==> config.mk <==
export PLATFORM = sky130hd
export DESIGN_NAME = telemetry_average_max_aggregator_unit
export DESIGN_NICKNAME = d
export VERILOG_FILES = /design/src/rtl/tama_pkg.sv /design/src/rtl/tama_serial_update.sv /design/src/rtl/tama_serial_div.sv /design/src/rtl/telemetry_average_max_aggregator_unit.sv
export VERILOG_INCLUDE_DIRS = /design/src /design/src/rtl
export SDC_FILE = /design/constraint.sdc
export NUM_CORES = 1
export LEC_CHECK = 0
export ABC_AREA = 1
export BUFFER_PORTS_ARGS = -buffer_cell sky130_fd_sc_hd__buf_2
export CORE_MARGIN = 4
export CORE_UTILIZATION = 60
export CTS_BUF_LIST = sky130_fd_sc_hd__clkbuf_4
export DETAILED_ROUTE_END_ITERATION = 12
export GPL_ROUTABILITY_DRIVEN = 0
export HOLD_SLACK_MARGIN = 0.08
export PLACE_DENSITY = 0.83
export SLEW_MARGIN = 30
export SYNTH_ARGS = -nofsm -noshare
export SYNTH_HDL_FRONTEND = slang
export SYNTH_SLANG_ARGS = --single-unit
==> constraint.sdc <==
create_clock -name clk -period 5.3 [get_ports clk]
set_input_delay 0.53 -clock clk [delete_from_list [all_inputs] [get_ports clk]]
set_output_delay 0.53 -clock clk [all_outputs]
set_load 0.02 [all_outputs]
==> src/rtl/telemetry_average_max_aggregator_unit_macros.svh <==
// ----------------------------------------------------------------------------
// Assertion macros for the telemetry average and peak aggregator
// Shared concurrent assertion forms, clocked on the rising edge and
// disabled while reset is asserted.
// ----------------------------------------------------------------------------
`ifndef TELEMETRY_AVERAGE_MAX_AGGREGATOR_UNIT_MACROS_SVH
`define TELEMETRY_AVERAGE_MAX_AGGREGATOR_UNIT_MACROS_SVH

// Same-cycle implication
`define TAMA_ASSERT_IMPL(label, clk, rst_n, ante, cons) \
    label: assert property (@(posedge clk) disable iff (!rst_n) (ante) |-> (cons)) \
        else $error("assertion failed: same-cycle implication");

// Next-cycle implication
`define TAMA_ASSERT_NEXT(label, clk, rst_n, ante, cons) \
    label: assert property (@(posedge clk) disable iff (!rst_n) (ante) |=> (cons)) \
        else $error("assertion failed: next-cycle implication");

`endif

==> src/rtl/tama_pkg.sv <==
// ----------------------------------------------------------------------------
// tama_pkg
// Types, sizes and codes shared by the telemetry aggregator modules.
// ----------------------------------------------------------------------------
`default_nettype none

package tama_pkg;

    // Configuration
    localparam int NUM_SLOTS    = 16;
    localparam int SAMPLE_LIMIT = 64;

    // Field widths
    localparam int SLOT_W   = 4;
    localparam int SAMPLE_W = 16;
    localparam int AVG_W    = 16;
    localparam int USED_W   = 7;

    // Derived storage widths
    localparam int CNT_W = $clog2(SAMPLE_LIMIT + 1);
    localparam int SUM_W = SAMPLE_W + $clog2(SAMPLE_LIMIT);
    localparam int IDX_W = (NUM_SLOTS > 1) ? $clog2(NUM_SLOTS) : 1;
    localparam int BIT_W = (SUM_W > 1) ? $clog2(SUM_W) : 1;

    // Action codes
    localparam logic ACT_ADD    = 1'b0;
    localparam logic ACT_REPORT = 1'b1;

    // Request payload
    typedef struct packed {
        logic                action;
        logic [SLOT_W-1:0]   slot;
        logic [SAMPLE_W-1:0] sample;
    } item_t;

    // Result payload
    typedef struct packed {
        logic [SLOT_W-1:0] slot_out;
        logic [AVG_W-1:0]  average;
        logic [SAMPLE_W-1:0] maximum;
        logic [USED_W-1:0] samples_used;
    } result_t;

    // Status of a serial unit
    typedef struct packed {
        logic busy;
        logic done;
    } unit_stat_t;

endpackage

`default_nettype wire

==> src/rtl/tama_serial_update.sv <==
// ----------------------------------------------------------------------------
// tama_serial_update
// Bit-serial sum update and peak compare, one bit per cycle, LSB first.
// ----------------------------------------------------------------------------
`default_nettype none

module tama_serial_update
    import tama_pkg::*;
(
    input  wire logic                clk,
    input  wire logic                rst_n,
    input  wire logic                start,
    input  wire logic [SUM_W-1:0]    sum_in,
    input  wire logic [SAMPLE_W-1:0] sample_in,
    input  wire logic [SAMPLE_W-1:0] peak_in,
    output      unit_stat_t          stat,
    output      logic [SUM_W-1:0]    sum_out,
    output      logic                greater
);

    logic [SUM_W-1:0]    acc_reg,    acc_next;
    logic [SUM_W-1:0]    addend_reg, addend_next;
    logic [SAMPLE_W-1:0] peak_reg,   peak_next;
    logic                carry_reg,  carry_next;
    logic                gt_reg,     gt_next;
    logic [BIT_W-1:0]    cnt_reg,    cnt_next;
    logic                busy_reg,   busy_next;
    logic                done_reg,   done_next;

    logic a_bit, b_bit, p_bit, s_bit;

    // Full adder and serial magnitude compare on the low bits
    always_comb
    begin
        a_bit = acc_reg[0];
        b_bit = addend_reg[0];
        p_bit = peak_reg[0];
        s_bit = a_bit ^ b_bit ^ carry_reg;

        acc_next    = acc_reg;
        addend_next = addend_reg;
        peak_next   = peak_reg;
        carry_next  = carry_reg;
        gt_next     = gt_reg;
        cnt_next    = cnt_reg;
        busy_next   = busy_reg;
        done_next   = 1'b0;

        if (start)
        begin
            acc_next    = sum_in;
            addend_next = SUM_W'(sample_in);
            peak_next   = peak_in;
            carry_next  = 1'b0;
            gt_next     = 1'b0;
            cnt_next    = '0;
            busy_next   = 1'b1;
        end
        else if (busy_reg)
        begin
            acc_next    = {s_bit, acc_reg[SUM_W-1:1]};
            addend_next = addend_reg >> 1;
            peak_next   = peak_reg >> 1;
            carry_next  = (a_bit & b_bit) | (carry_reg & (a_bit ^ b_bit));
            // a higher bit decides; equal bits keep the lower verdict
            gt_next     = (b_bit & ~p_bit) | (~(b_bit ^ p_bit) & gt_reg);
            cnt_next    = cnt_reg + 1'b1;
            if (cnt_reg == BIT_W'(SUM_W - 1))
            begin
                busy_next = 1'b0;
                done_next = 1'b1;
            end
        end
    end

    always_ff @(posedge clk or negedge rst_n)
    begin
        if (!rst_n)
        begin
            busy_reg <= 1'b0;
            done_reg <= 1'b0;
            cnt_reg  <= '0;
        end
        else
        begin
            busy_reg <= busy_next;
            done_reg <= done_next;
            cnt_reg  <= cnt_next;
        end
    end

    always_ff @(posedge clk)
    begin
        acc_reg    <= acc_next;
        addend_reg <= addend_next;
        peak_reg   <= peak_next;
        carry_reg  <= carry_next;
        gt_reg     <= gt_next;
    end

    assign stat.busy = busy_reg;
    assign stat.done = done_reg;
    assign sum_out   = acc_reg;
    assign greater   = gt_reg;

endmodule

`default_nettype wire

==> src/rtl/tama_serial_div.sv <==
// ----------------------------------------------------------------------------
// tama_serial_div
// Restoring divider, one quotient bit per cycle, MSB first.
// ----------------------------------------------------------------------------
`default_nettype none

module tama_serial_div
    import tama_pkg::*;
(
    input  wire logic             clk,
    input  wire logic             rst_n,
    input  wire logic             start,
    input  wire logic [SUM_W-1:0] dividend,
    input  wire logic [CNT_W-1:0] divisor,
    output      unit_stat_t       stat,
    output      logic [SUM_W-1:0] quotient
);

    logic [SUM_W-1:0] quo_reg, quo_next;
    logic [CNT_W-1:0] rem_reg, rem_next;
    logic [CNT_W-1:0] dvs_reg, dvs_next;
    logic [BIT_W-1:0] cnt_reg, cnt_next;
    logic             busy_reg, busy_next;
    logic             done_reg, done_next;

    logic [CNT_W:0] trial;
    logic           fits;

    // One shift-and-subtract step
    always_comb
    begin
        trial = {rem_reg, quo_reg[SUM_W-1]};
        fits  = (trial >= {1'b0, dvs_reg});

        quo_next  = quo_reg;
        rem_next  = rem_reg;
        dvs_next  = dvs_reg;
        cnt_next  = cnt_reg;
        busy_next = busy_reg;
        done_next = 1'b0;

        if (start)
        begin
            quo_next  = dividend;
            rem_next  = '0;
            dvs_next  = divisor;
            cnt_next  = '0;
            busy_next = 1'b1;
        end
        else if (busy_reg)
        begin
            // remainder stays below the divisor, so it fits in CNT_W bits
            rem_next = fits ? CNT_W'(trial - {1'b0, dvs_reg}) : trial[CNT_W-1:0];
            quo_next = {quo_reg[SUM_W-2:0], fits};
            cnt_next = cnt_reg + 1'b1;
            if (cnt_reg == BIT_W'(SUM_W - 1))
            begin
                busy_next = 1'b0;
                done_next = 1'b1;
            end
        end
    end

    always_ff @(posedge clk or negedge rst_n)
    begin
        if (!rst_n)
        begin
            busy_reg <= 1'b0;
            done_reg <= 1'b0;
            cnt_reg  <= '0;
        end
        else
        begin
            busy_reg <= busy_next;
            done_reg <= done_next;
            cnt_reg  <= cnt_next;
        end
    end

    always_ff @(posedge clk)
    begin
        quo_reg <= quo_next;
        rem_reg <= rem_next;
        dvs_reg <= dvs_next;
    end

    assign stat.busy = busy_reg;
    assign stat.done = done_reg;
    assign quotient  = quo_reg;

endmodule

`default_nettype wire

==> src/rtl/telemetry_average_max_aggregator_unit.sv <==
// ----------------------------------------------------------------------------
// telemetry_average_max_aggregator_unit: per-slot running average and peak
// Add: requests stall while the serial update runs, then the slot is written back.
// Report: the divider forms the average, then the result is registered as valid;
// an empty slot skips the divider. A waiting result holds the unit.
// Reset clears all slot sums, counts and peaks at once, no clearing pass.
// ----------------------------------------------------------------------------
`default_nettype none

`include "telemetry_average_max_aggregator_unit_macros.svh"

module telemetry_average_max_aggregator_unit
    import tama_pkg::*;
(
    input  wire logic    clk,
    input  wire logic    rst_n,
    input  wire logic    item_valid,
    output      logic    item_stall,
    input  wire item_t   item,
    output      logic    result_valid,
    input  wire logic    result_stall,
    output      result_t result
);

    typedef enum logic [1:0] {ST_IDLE, ST_ADD, ST_DIV, ST_HOLD} state_t;

    state_t state_reg;

    // Per-slot statistics
    logic [SUM_W-1:0]    slot_sum_reg  [NUM_SLOTS];
    logic [CNT_W-1:0]    slot_cnt_reg  [NUM_SLOTS];
    logic [SAMPLE_W-1:0] slot_peak_reg [NUM_SLOTS];

    item_t   item_reg;
    result_t res_reg;
    result_t result_reg;
    logic    result_valid_reg;

    logic             accept;
    logic             in_ok;
    logic [IDX_W-1:0] in_idx;
    logic [IDX_W-1:0] cur_idx;
    logic             add_start;
    logic             div_start;
    logic             load_out;

    unit_stat_t       add_stat;
    unit_stat_t       div_stat;
    logic [SUM_W-1:0] add_sum;
    logic             add_gt;
    logic [SUM_W-1:0] div_quo;

    // Request decode
    always_comb
    begin
        accept    = item_valid && !item_stall;
        in_ok     = (32'(item.slot) < NUM_SLOTS);
        in_idx    = IDX_W'(item.slot);
        cur_idx   = IDX_W'(item_reg.slot);
        add_start = accept && (item.action == ACT_ADD) && in_ok;
        div_start = accept && (item.action == ACT_REPORT) && in_ok
                    && (slot_cnt_reg[in_idx] != '0);
        load_out  = (state_reg == ST_HOLD) && (!result_valid_reg || !result_stall);
    end

    assign item_stall = (state_reg != ST_IDLE);

    tama_serial_update u_update (
        .clk       (clk),
        .rst_n     (rst_n),
        .start     (add_start),
        .sum_in    (slot_sum_reg[in_idx]),
        .sample_in (item.sample),
        .peak_in   (slot_peak_reg[in_idx]),
        .stat      (add_stat),
        .sum_out   (add_sum),
        .greater   (add_gt)
    );

    tama_serial_div u_div (
        .clk      (clk),
        .rst_n    (rst_n),
        .start    (div_start),
        .dividend (slot_sum_reg[in_idx]),
        .divisor  (slot_cnt_reg[in_idx]),
        .stat     (div_stat),
        .quotient (div_quo)
    );

    // Sequencer, slot store and result registers
    always_ff @(posedge clk or negedge rst_n)
    begin
        if (!rst_n)
        begin
            state_reg        <= ST_IDLE;
            result_valid_reg <= 1'b0;
            item_reg         <= '0;
            res_reg          <= '0;
            result_reg       <= '0;
            for (int i = 0; i < NUM_SLOTS; i++)
            begin
                slot_sum_reg[i]  <= '0;
                slot_cnt_reg[i]  <= '0;
                slot_peak_reg[i] <= '0;
            end
        end
        else
        begin
            // a new result load takes priority over the drain
            if (result_valid_reg && !result_stall && !load_out)
            begin
                result_valid_reg <= 1'b0;
            end

            unique case (state_reg)
                ST_IDLE:
                begin
                    if (accept)
                    begin
                        item_reg <= item;
                        if (item.action == ACT_ADD)
                        begin
                            // out-of-range slot: add is dropped
                            if (in_ok)
                            begin
                                state_reg <= ST_ADD;
                            end
                        end
                        else
                        begin
                            res_reg.slot_out <= item.slot;
                            res_reg.average  <= '0;
                            if (in_ok)
                            begin
                                res_reg.maximum      <= slot_peak_reg[in_idx];
                                res_reg.samples_used <= USED_W'(slot_cnt_reg[in_idx]);
                                slot_sum_reg[in_idx]  <= '0;
                                slot_cnt_reg[in_idx]  <= '0;
                                slot_peak_reg[in_idx] <= '0;
                            end
                            else
                            begin
                                res_reg.maximum      <= '0;
                                res_reg.samples_used <= '0;
                            end
                            state_reg <= div_start ? ST_DIV : ST_HOLD;
                        end
                    end
                end

                ST_ADD:
                begin
                    if (add_stat.done)
                    begin
                        if (add_gt)
                        begin
                            slot_peak_reg[cur_idx] <= item_reg.sample;
                        end
                        if (slot_cnt_reg[cur_idx] < CNT_W'(SAMPLE_LIMIT))
                        begin
                            slot_sum_reg[cur_idx] <= add_sum;
                            slot_cnt_reg[cur_idx] <= slot_cnt_reg[cur_idx] + 1'b1;
                        end
                        state_reg <= ST_IDLE;
                    end
                end

                ST_DIV:
                begin
                    if (div_stat.done)
                    begin
                        res_reg.average <= AVG_W'(div_quo);
                        state_reg       <= ST_HOLD;
                    end
                end

                ST_HOLD:
                begin
                    if (load_out)
                    begin
                        result_reg       <= res_reg;
                        result_valid_reg <= 1'b1;
                        state_reg        <= ST_IDLE;
                    end
                end

                default:
                begin
                    state_reg <= ST_IDLE;
                end
            endcase
        end
    end

    assign result_valid = result_valid_reg;
    assign result       = result_reg;

    // Checks on sequencing of the serial units
    `TAMA_ASSERT_IMPL(a_add_done_in_add, clk, rst_n, add_stat.done, state_reg == ST_ADD)
    `TAMA_ASSERT_IMPL(a_div_done_in_div, clk, rst_n, div_stat.done, state_reg == ST_DIV)
    `TAMA_ASSERT_IMPL(a_add_unit_active, clk, rst_n, state_reg == ST_ADD,
                      add_stat.busy || add_stat.done)
    `TAMA_ASSERT_IMPL(a_div_unit_active, clk, rst_n, state_reg == ST_DIV,
                      div_stat.busy || div_stat.done)
    `TAMA_ASSERT_NEXT(a_load_sets_valid, clk, rst_n, load_out,
                      result_valid && state_reg == ST_IDLE)

endmodule

`default_nettype wire

; ---- After elaboration in Yosys (flattened, before gate mapping)
; Index checks and enable logic that the tools add are counted.
[totals]
n_memories = 0
ram_bits = 0
register_bits = 935
out_inout_bits = 45
latchBits = 0
rom_bits = 0
[op_classes]
mul = 0
n_bitwise = 20
n_reduce_logical = 28
mux = 81
n_lt_le_gt_ge = 6
n_eq_ne = 12
shift = 0
div = 0
add_sub_neg = 4
[ops]
columns = operator, count
row1 = $mux W352, 4
row2 = $mux W256, 4
row3 = $pmux W352 S2, 1
row4 = $pmux W256 S2, 1
row5 = $mux W112, 4
row6 = $and A352 B352 Y352, 1
row7 = $bwmux W352, 1
row8 = $not A352 Y352, 1
row9 = $and A256 B256 Y256, 1
row10 = $bwmux W256, 1
row11 = $not A256 Y256, 1
row12 = $pmux W112 S2, 1
row13 = $demux W22 S4, 2
row14 = $mux W22, 8
row15 = $mux W16, 9
row16 = $demux W16 S4, 2
row17 = $and A112 B112 Y112, 1
row18 = $bwmux W112, 1
row19 = $not A112 Y112, 1
row20 = $bmux W22 S4, 1
row21 = $mux W39, 2
row22 = $bmux W16 S4, 1
row23 = $bmux W7 S4, 2
row24 = $demux W7 S4, 2
row25 = other kinds (33), 98

; ---- Longest topological paths before layout
[logic_depth]
depth_word = 10
depth_mapped = 18
mapped_depth_nobuf = 15

; ---- Cells and area by module
; From an unflattened synthesis, not the netlist that was laid out.
[hier_totals]
cells_unflattened = 5018
area_unflattened_um2 = 42637.1
[by_module_without_submodules]
columns = mod, n_inst, cells_per_inst, area_per_inst_um2
row1 = telemetry_average_max_aggregator_unit, 1, 4488, 37709.9
row2 = tama_serial_update, 1, 280, 2738.9
row3 = tama_serial_div, 1, 250, 2188.3

; ---- Worst setup path before layout
; No wires, ideal clock.
[synth_path]
path_kind = register -> register
from = register state_reg[0]
to = register u_update.addend_reg[0], enable pin
synth_period_minus_slack_ns = 2.817
path_stages_with_launch = 8
required_time_ns = 4.887
arrival_time_ns = 2.404
setup_ns = 0.413
path_slack_ns = 2.483
path_cell_list = dfrtp_1 buf_2 nor2_1 nand2_1 nor2_1 inv_1 clkbuf_1 nand2_1
[synth_between]
elab_chain_cells = 5
[synth_lines]
columns = item, line_no
row1 = from (decl), telemetry_average_max_aggregator_unit.sv:27  ; state_t state_reg;
row2 = from (signal assigned), telemetry_average_max_aggregator_unit.sv:146  ; state_reg <= div_start ? ST_DIV : ST_HOLD;
row3 = $reduce_bool A2 Y1, telemetry_average_max_aggregator_unit.sv:66  ; assign item_stall = (state_reg != ST_IDLE);
row4 = $logic_not A1 Y1, telemetry_average_max_aggregator_unit.sv:56  ; accept = item_valid && !item_stall;
row5 = $logic_and A1 B1 Y1, telemetry_average_max_aggregator_unit.sv:56
row6 = $logic_and A1 B1 Y1, telemetry_average_max_aggregator_unit.sv:60  ; add_start = accept && (item.action == ACT_ADD) && in_ok;
row7 = $reduce_bool A2 Y1 (no source line), n/a
row8 = to (signal assigned), tama_serial_update.sv:95  ; addend_reg <= addend_next;
row9 = to (decl), tama_serial_update.sv:22  ; logic [SUM_W-1:0] addend_reg, addend_next;
; No other way between the ends.
; A chain may end at the register's enable or synchronous reset.

; ---- Worst setup path in the final report
[layout_path]
from = register item_reg, in the netlist cur_idx[0]
to = register slot_sum_reg[136] (netlist name)
[layout_between]
elab_chain_cells = 9
[layout_lines]
columns = item, line_no
row1 = from (decl), telemetry_average_max_aggregator_unit.sv:34  ; item_t item_reg;
row2 = from (signal assigned), telemetry_average_max_aggregator_unit.sv:120  ; item_reg <= item;
row3 = $not A4 Y5 (implied by the code) *, "telemetry_average_max_aggregator_unit.sv:159, telemetry_average_max_aggregator_unit.sv:161"
row4 = "parallel branches: the longest is 8 deep, another holds $lt A7 B7 Y1", n/a
row5 = "to (signal, indexed assignment)", telemetry_average_max_aggregator_unit.sv:161  ; slot_sum_reg[cur_idx] <= add_sum;
row6 = to (decl), telemetry_average_max_aggregator_unit.sv:30  ; logic [SUM_W-1:0] slot_sum_reg [NUM_SLOTS];
; Every way passes the cells marked *. The select of a mux whose other input is x is not followed.

==> reports/summary.txt <==
run status -> finished clean
vias in the first global route -> 36536
synth-to-layout area growth -> 8.400%
largest net degree at the start of global routing -> 152
final hold vios -> 0
post-route ant nets -> 0
Max Cap Viol -> 0
I/O pin cnt -> 70
Final setup violation count -> 0
RSZ-0062 raised after global routing -> no
Clock Latency Late Sink -> 1.13 ns
CP startpoint kind -> register
TritonRoute pass-1 iters -> 6
Tot GR Track Use -> 34.29%
Avg Synthesized Cell Area -> 8.728 sq um
r2r setup slk -> 1.31 ns
CTS tree -> yes
Arrival @ worst endpoint -> 4.95 ns
delay of the slowest critical-path stage -> 0.77 ns
Peak VDD IR -> 0.3311 mV
relative slew slack -> 28.84%
post-synth net total -> 4829
Site Rows -> 96
Vias/cell -> 6.300
Worst Path Max Fanout -> 57
worst-margin pin slew -> 1.061 ns
share of the yosys chip area belonging to registers -> 56.87%
drt drc -> 0
max FFs per register -> 352
layout cells sized above 1 -> 10.98%
most used cell, CP -> nand2_1
initial antenna violation count -> 2
Clock Tree Buf Depth -> 3
CTS root buf -> clkbuf_4
Initial Util -> 60.73%
Max Freq -> 250.9 MHz
commonest non-fill, non-tap cell in the layout -> nand2_1
Yosys top cell by area -> dfrtp_1
Ys Warns -> 0
synthesized area -> 41800 sq um
Pleak -> 21.35 nW
global-route wire length before repair -> 201.8 mm
core area -> 68830 sq um
Reg clk slew, reported paths -> 0.07 ns
total power -> 23.13 mW
total grt overflow -> 0
DIE HEIGHT -> 271.9 microns
Crit-path slowest cell -> nand2_1
placed insts -> 5514
WP data required -> 6.26 ns
Pwr Density -> 510.5 nW/um^2
post-DR wirelength/cell -> 21.41 microns
Post-Route WL -> 126.9 mm
Slew Limit Fails -> 0
Syn Inst Count -> 4789
post-synth top area share -> 50.47%
most frequent cells in the layout -> 1636 x nand2_1, 852 x o21ai_0, 842 x dfrtp_1
Final Cycle Share -> 75.19%
Detailed Place HPWL -> 75.89 mm
clk sinks -> 935
routed vias -> 37352
layout net count -> 4872
Iter 0 DRT Violations -> 5262
Final Non-Filler Cells -> 5929
critical path type -> register to register
post-synth cell types -> 43
Clock Skews -> 0.07397 ns
Die Wd -> 271.9 microns
H-tree levels -> 4
crit-path cells -> buf_4 -> nand2_2 -> inv_2 -> nand2_1 -> nand2_1 -> o21ai_0 -> nand2_1 -> inv_1 -> nand2_2 -> nand2_2 -> nand2_4 -> inv_2 -> nand2_1 -> o21ai_0
Crit. End Element -> register
synthesis-stage register bit count -> 935
worst hold path class -> input port to register
post-route setup TNS -> 0 ns
# port buffers -> 69
Tmin final -> 3.985 ns
CTS buffer count -> 221
die area -> 73950 sq um
Synth area leaders -> dfrtp_1 50%, nand2_1 15%, o21ai_0 10%, edfxtp_1 6.0%, a22oi_1 5.5%
==> worst max-delay path, delay by kind of cell (launching register included) <==
family	cells	cell delay, ns
and+or+nand+nor	8	1.65
DFF	1	0.41
buffers and inverters	4	1.12
AOI/OAI and AO/OA	2	0.62
==> report_power, final <==
part / internal [mW] / switching (mW) / total, mW
sequential: 9.63 / 1.30 / 10.9
clock: 2.83 / 2.92 / 5.76
combinational: 1.78 / 4.66 / 6.44
==> cell type report <==
type | instances | area, sq um
Sequential cell | 935 | 23770
Fill cell | 5361 | 23520
Multi-Input combinational cell | 3314 | 15640
Clock buffer | 320 | 2402
Timing Repair Buffer | 157 | 1204
Tap cell | 931 | 1165
Inverter | 203 | 767.0
Clock inverter | 63 | 341.6
Antenna cell | 6 | 15.01
==> what timing repair did <==
item / CTS / global route
setup buffers: 0 / 0
hold buffers: 25 / 0
gates resized for setup: 0 / 0
endpoints found under the hold margin: 426 / 0
==> cell usage after synthesis, drive strengths merged <==
master and count:
dfxtp 9, o21ai 940, a31oi 1, a22oi 304, or2 2, a21oi 66
a211oi 2, xor2 4, o21bai 1, nor2 99, nand3 155, ha 13
buf 183, nand2 1661, nor3 6, nand3b 4, dfrtp 843, and2 1
nand4 38, edfxtp 83, clkinv 1, fa 2, o31ai 1, inv 202
clkbuf 154, mux2 7, o211ai 2, o221a 1, xnor2 4
==> path summary, 6_finish.rpt <==
path / startpoint / end / depth (start not counted)
worst min register to register: u_update.cnt_reg[3] / u_update.cnt_reg[3] / 1
worst min-delay path: item[18] / cur_idx[2] / 4
min in group asynchronous: rst_n / slot_cnt_reg[80] / 3
worst max-delay path: cur_idx[0] / slot_sum_reg[136] / 14
max in group asynchronous: rst_n / slot_peak_reg[148] / 4
worst max register to register: cur_idx[0] / slot_sum_reg[136] / 14
==> logic make-up after synthesis <==
group | share of synthesized area, %
compound gates | 17.67
xor+xnor | 0.1676
fa+ha+maj | 0.4850
buf+inv | 5.951
flops | 56.87
mux | 0.1886
simple gates | 18.68
==> stage by stage <==
step	hold WS, ns	utilization, %	area [sq um]	setup slack, ns
6_report	0.1846	65.83	45310	1.315
5_1_grt	0.1653	65.83	45300	1.049
4_1_cts	0.1085	65.77	45260	1.433
3_5_place_dp	0.4656	61.39	42250	1.460
3_3_place_gp	0.4495	61.37	42240	1.569
2_1_floorplan	0.2344	-	41800	2.483
==> routing by layer <==
layer	global-route usage, %	vias up	wire length [microns]
met5	0	-	0
met4	24.29	0	9875
met3	6.986	558	13720
met2	51.77	2666	57070
met1	44.69	17938	46280
li1	-	16190	-
Power figures use the tool's default switching activity.
